File: config.mk
export PLATFORM = sky130hd
export DESIGN_NAME = wcf_ctrl
export DESIGN_NICKNAME = d
export VERILOG_FILES = /design/src/rtl/wcf_pkg.sv /design/src/rtl/wcf_ctrl.sv
export SDC_FILE = /design/constraint.sdc
export NUM_CORES = 1
export LEC_CHECK = 0
export BUFFER_PORTS_ARGS = -buffer_cell sky130_fd_sc_hd__buf_4
export CAP_MARGIN = 30
export CORE_UTILIZATION = 30
export DETAILED_ROUTE_END_ITERATION = 6
export GPL_TIMING_DRIVEN = 0
export PLACE_DENSITY = 0.53
export SETUP_SLACK_MARGIN = 0.4
export SLEW_MARGIN = 20
export SYNTH_ARGS = -nofsm -noshare
export SYNTH_HDL_FRONTEND = slang
export SYNTH_SLANG_ARGS = --single-unit
export TNS_END_PERCENT = 5
File: constraint.sdc
create_clock -name clk_i -period 1.4 [get_ports clk_i]
set_input_delay 0.14 -clock clk_i [delete_from_list [all_inputs] [get_ports clk_i]]
set_output_delay 0.14 -clock clk_i [all_outputs]
set_load 0.02 [all_outputs]
File: src/rtl/wcf_pkg.sv
// Shared constants, datapath command codes and control/status bundles.
package wcf_pkg;

  localparam int unsigned SIDE_DEF = 64;

  localparam int unsigned ACT_W  = 2;
  localparam int unsigned SITE_W = 12;
  localparam int unsigned SIZE_W = 13;
  localparam int unsigned BOND_W = 15;
  localparam int unsigned THR_W  = 16;
  localparam int unsigned SEED_W = 32;
  localparam int unsigned APB_AW = 3;
  localparam int unsigned APB_DW = 32;

  typedef enum logic [1:0] {
    ACT_WRITE = 2'd0,
    ACT_RUN   = 2'd1,
    ACT_READ  = 2'd2,
    ACT_NONE  = 2'd3
  } action_e;

  typedef enum logic [3:0] {
    OP_IDLE,
    OP_LOAD,
    OP_WRITE,
    OP_READ,
    OP_READ_CAP,
    OP_CLEAR,
    OP_SEED,
    OP_SEED_CAP,
    OP_NB_RD,
    OP_NB_TEST,
    OP_POP_RD,
    OP_POP_CAP,
    OP_FLIP,
    OP_STAT,
    OP_FIN,
    OP_PUSH
  } dp_op_e;

  typedef struct packed {
    dp_op_e op;
  } wcf_cmd_t;

  typedef struct packed {
    logic site_ok;
    logic idx_last;
    logic dir_end;
    logic stack_empty;
    logic out_free;
  } wcf_sts_t;

endpackage

File: src/rtl/wcf_ctrl.sv
// Sequencer that steps the datapath through write, read and cluster runs.
module wcf_ctrl (
  input  logic                            clk_i,
  input  logic                            rst_ni,
  input  logic                            in_valid_i,
  input  logic [wcf_pkg::ACT_W-1:0]       action_i,
  output logic                            in_stall_o,
  input  wcf_pkg::wcf_sts_t               sts_i,
  output wcf_pkg::wcf_cmd_t               cmd_o
);

  typedef enum logic [3:0] {
    S_IDLE,
    S_WR,
    S_RD,
    S_RD_CAP,
    S_CLR,
    S_SEED,
    S_SEED_CAP,
    S_WALK,
    S_NB_TEST,
    S_POP_CAP,
    S_FLIP,
    S_STAT,
    S_DRAIN,
    S_FIN,
    S_DONE
  } state_e;

  state_e state_q, state_d;

  assign in_stall_o = (state_q != S_IDLE);

  always_comb begin
    state_d    = state_q;
    cmd_o.op   = wcf_pkg::OP_IDLE;
    unique case (state_q)
      S_IDLE: begin
        if (in_valid_i) begin
          cmd_o.op = wcf_pkg::OP_LOAD;
          case (action_i)
            wcf_pkg::ACT_WRITE: state_d = S_WR;
            wcf_pkg::ACT_RUN:   state_d = S_CLR;
            wcf_pkg::ACT_READ:  state_d = S_RD;
            default:            state_d = S_DONE;
          endcase
        end
      end
      S_WR: begin
        cmd_o.op = wcf_pkg::OP_WRITE;
        state_d  = S_DONE;
      end
      S_RD: begin
        cmd_o.op = wcf_pkg::OP_READ;
        state_d  = S_RD_CAP;
      end
      S_RD_CAP: begin
        cmd_o.op = wcf_pkg::OP_READ_CAP;
        state_d  = S_DONE;
      end
      S_CLR: begin
        cmd_o.op = wcf_pkg::OP_CLEAR;
        if (sts_i.idx_last) begin
          state_d = sts_i.site_ok ? S_SEED : S_FLIP;
        end
      end
      S_SEED: begin
        cmd_o.op = wcf_pkg::OP_SEED;
        state_d  = S_SEED_CAP;
      end
      S_SEED_CAP: begin
        cmd_o.op = wcf_pkg::OP_SEED_CAP;
        state_d  = S_WALK;
      end
      S_WALK: begin
        if (!sts_i.dir_end) begin
          cmd_o.op = wcf_pkg::OP_NB_RD;
          state_d  = S_NB_TEST;
        end else if (sts_i.stack_empty) begin
          state_d = S_FLIP;
        end else begin
          cmd_o.op = wcf_pkg::OP_POP_RD;
          state_d  = S_POP_CAP;
        end
      end
      S_NB_TEST: begin
        cmd_o.op = wcf_pkg::OP_NB_TEST;
        state_d  = S_WALK;
      end
      S_POP_CAP: begin
        cmd_o.op = wcf_pkg::OP_POP_CAP;
        state_d  = S_WALK;
      end
      S_FLIP: begin
        cmd_o.op = wcf_pkg::OP_FLIP;
        if (sts_i.idx_last) state_d = S_STAT;
      end
      S_STAT: begin
        cmd_o.op = wcf_pkg::OP_STAT;
        if (sts_i.idx_last) state_d = S_DRAIN;
      end
      S_DRAIN: begin
        state_d = S_FIN;
      end
      S_FIN: begin
        cmd_o.op = wcf_pkg::OP_FIN;
        state_d  = S_DONE;
      end
      S_DONE: begin
        if (sts_i.out_free) begin
          cmd_o.op = wcf_pkg::OP_PUSH;
          state_d  = S_IDLE;
        end
      end
      default: state_d = S_IDLE;
    endcase
  end

  always_ff @(posedge clk_i or negedge rst_ni) begin
    if (!rst_ni) begin
      state_q <= S_IDLE;
    end else begin
      state_q <= state_d;
    end
  end

endmodule

==> flow_summary_export.csv <==
group,metric,value,unit
synthesis,synth-main-ff-cell,"dfrtp_1",
cells_and_area,diodes,0,
timing,skew,0.003565,ns
global_route,grt_max_degree,11,
worst_setup_path,worstSetupPathType,"flip-flop to primary output",
timing,setup_viol,8,
synthesis,yosysTopAreaCell,"dfrtp_1",
worst_setup_path,worstReg2RegEnd,"state_q[1]",
clock_tree,cts_tree,"done",
synthesis,synth_cells,79,
synthesis,ys_seq_elements,4,
run,drv_cap,0,
synthesis,yosys-top-cells-area,"dfrtp_1, a21oi_1, nand2_1, buf_2, nor2b_1",
floorplanning,row_count,15,
detailed_routing,wire_per_inst,13.78,µm
global_route,overflow,0,
cells_and_area,regMostFlops,"state_q",
worst_setup_path,ff2ff_path_depth,5,
cells_and_area,largest_reg_flops,4,
power_and_ir_drop,p_leak,0.4060,nW
cells_and_area,final_util,0.5534,
power_and_ir_drop,p_sw,1.275,mW
power_and_ir_drop,power,2.710,mW
clock_tree,clk_latency,0.24,ns
power_and_ir_drop,pwr-share-comb,0.860,
placed_design,dp_hpwl,1197,µm
placed_design,place_ws,-0.1682,ns
synthesis,synth_top_cell_area_share,0.1782,
timing,tightestPinTransition,0.3815,ns
power_and_ir_drop,power_density,2806,nW/µm²
worst_setup_path,reg2reg_setup_slack,-0.15,ns
worst_setup_path,path_cells,"buf_6 > buf_8 > nor3_4 > nor3_4 > a21oi_2 > a21oi_2 > buf_4",
floorplanning,die_area,2050,µm²
floorplanning,die_x,45.28,µm
clock_tree,h-tree-depth,1,
worst_setup_path,cp_data_required_time,1.26,ns
detailed_routing,drc,0,
clock_tree,clk_pin_slew_worst_paths,0.04,ns
synthesis,yosysMostFrequentCell,"nand2_1",
synthesis,synth_cell_types,33,
worst_setup_path,start_kind,"flip-flop",
detailed_routing,via_per_inst,5.570,
timing,fin_crit_sh,1.140,
min_path,hp-class,"input port to async pin",
global_route,track_usage,0.2141,
clock_tree,clock-sinks,4,
floorplanning,start_util,0.3219,
cells_and_area,nFillCells,164,
placed_design,gp_congestion,0.8582,
timing,slew_headroom,0.7391,
clock_tree,cts-buffers-inserted,3,
timing,rsz0062_at_grt,"yes",
synthesis,async_flop_share,1.000,
power_and_ir_drop,p_int,1.435,mW
worst_setup_path,r2r_start,"state_q[2]",
clock_tree,cts_root_buffer,"clkbuf_4",
worst_setup_path,cp_max_fo,7,
clock_tree,cts_buffer_depth,2,
floorplanning,coreArea,1745,µm²
synthesis,yosysSeqAreaShare,0.1782,
timing,period_needed,1.596,ns
global_route,antenna_found_initial,0,
synthesis,syn_avg_cell_area,7.111,µm²
synthesis,synth_edf_count,0,
synthesis,yosys_warnings,0,
timing,finalWorstSetupSlack,-0.1963,ns
cells_and_area,top_regs,"state_q: 4 flops",
detailed_routing,drt_first_pass_iters,6,
timing,clock.fmax,0.6264,GHz
worst_setup_path,cp.arrival,1.46,ns
power_and_ir_drop,sw_frac_of_total,0.4705,
timing,hold_violations,0,
floorplanning,io_pins,15,
cells_and_area,area_growth,71.94,%
status,outcome,"complete, but fails checks",
synthesis,syn_area,561.8,µm²
status,violations,"negative setup slack",
timing,drv_slew,0,
placed_design,io_buffer_count,14,
cells_and_area,num-nets-final,122,
worst_setup_path,cp-end-kind,"primary output",
detailed_routing,vias,752,
global_route,grt_pass1_wl,3098,µm
power_and_ir_drop,seq_power_share,0.087,
synthesis,netlist_top_cells_count,"nand2_1, a21oi_1, buf_2",
worst_setup_path,cpMaxStageDelayCell,"dfrtp_1",
synthesis,synth.net_count,89,
power_and_ir_drop,pwr-share-clk,0.053,
global_route,grt_pass1_vias,708,
detailed_routing,drt_iter0_drc,22,
power_and_ir_drop,peakVddDrop,1.159,mV
worst_setup_path,crit_path_max_incr_delay,0.39,ns
detailed_routing,wirelength,1860,µm
cells_and_area,drive_gt1_frac,0.4909,
detailed_routing,antenna_left,0,
floorplanning,die_height,45.28,µm
-- through the flow --
stage | setup TNS (ns) | area (µm²) | hold WS [ns] | std cells
final | -1.218 | 965.9 | 0.2324 | 135
after detailed placement | -0.8352 | 709.4 | -0.06120 | 118
after global routing | -1.707 | 965.9 | 0.2421 | 135
after global placement | -0.7944 | 709.4 | -0.06486 | 118
after floorplan | 0 | 573.1 | -0.1556 | 79
after CTS | -1.314 | 912.1 | 0.2290 | 132
-- per-layer routing --
layer,global-route usage,vias to the layer above,routed length [µm]
li1,-,363,-
met1,0.2707,357,795
met2,0.3420,28,931
met3,0.02800,4,97
met4,0.1333,0,36
met5,0,-,0
-- logic make-up (layout without fill, tap and decap cells) --
| group | Yosys count | after routing | share of synthesized area |
|---|---|---|---|
| compound gates | 34 | 34 | 0.4188 |
| buf+inv | 10 | 41 | 0.09354 |
| flops | 4 | 4 | 0.1782 |
| mux | 2 | 2 | 0.03564 |
| simple gates | 29 | 29 | 0.2739 |
-- power by group through the flow --
stage / Clock, mW / Sequential [mW] / Combinational, mW
finish: 0.142 / 0.237 / 2.33
global route: 0.162 / 0.244 / 2.52
CTS: 0.152 / 0.232 / 2.12
detailed placement: 0 / 0.252 / 1.59
global placement: 0 / 0.253 / 1.60
floorplan: 0 / 0.231 / 1.18
-- worst max-delay path, delay by kind of cell (launching register included) --
family	cells	cell delay, ns
buffers and inverters	3	0.42
DFF	1	0.39
AOI/OAI and AO/OA	2	0.17
and+or+nand+nor	2	0.24
-- cells in the final DEF (no fill, tap or decap), types with 2 or more instances in the layout --
cell type / n
buf_8: 2
nand3_1: 2
nor4_1: 3
nand2_1: 8
nor2b_1: 3
nor2_2: 2
o21ai_0: 2
mux2i_1: 2
buf_4: 23
a21oi_1: 6
dfrtp_1: 4
clkbuf_4: 3
o31ai_1: 2
o21ai_1: 5
buf_6: 10
a21oi_2: 2
nand2b_1: 2
nor3_4: 2
-- cell type report --
cell class	count	area (µm²)	share of cell area
multi-input cells	65	479.2	0.4961
repair buffers	28	227.7	0.2358
flip-flops and latches	4	100.1	0.1036
plain buffers	8	97.59	0.1010
well taps	25	31.28	0.03238
clock buffers	3	22.52	0.02332
inverters	2	7.507	0.007772
-- how the worst max path moves through the flow --
stage,to,cells past startpoint,slack [ns],from
floorplan,state_q[1],4,0.009,state_q[3]
global placement,cmd_o[0],7,-0.14,state_q[2]
detailed placement,cmd_o[0],7,-0.17,state_q[2]
CTS,cmd_o[0],7,-0.19,state_q[2]
global route,cmd_o[0],7,-0.26,state_q[2]
finish,cmd_o[0],7,-0.20,state_q[2]
-- repair_timing --
action                                 in CTS  in global routing
gates resized for setup                    27                  9
endpoints found under the hold margin       4                  0
pin swaps                                   8                  4
setup endpoints to repair                   9                  9
buffers inserted                           10                  3
hold buffers                                1                  0
No activity file was read; power rests on OpenSTA's default activity.
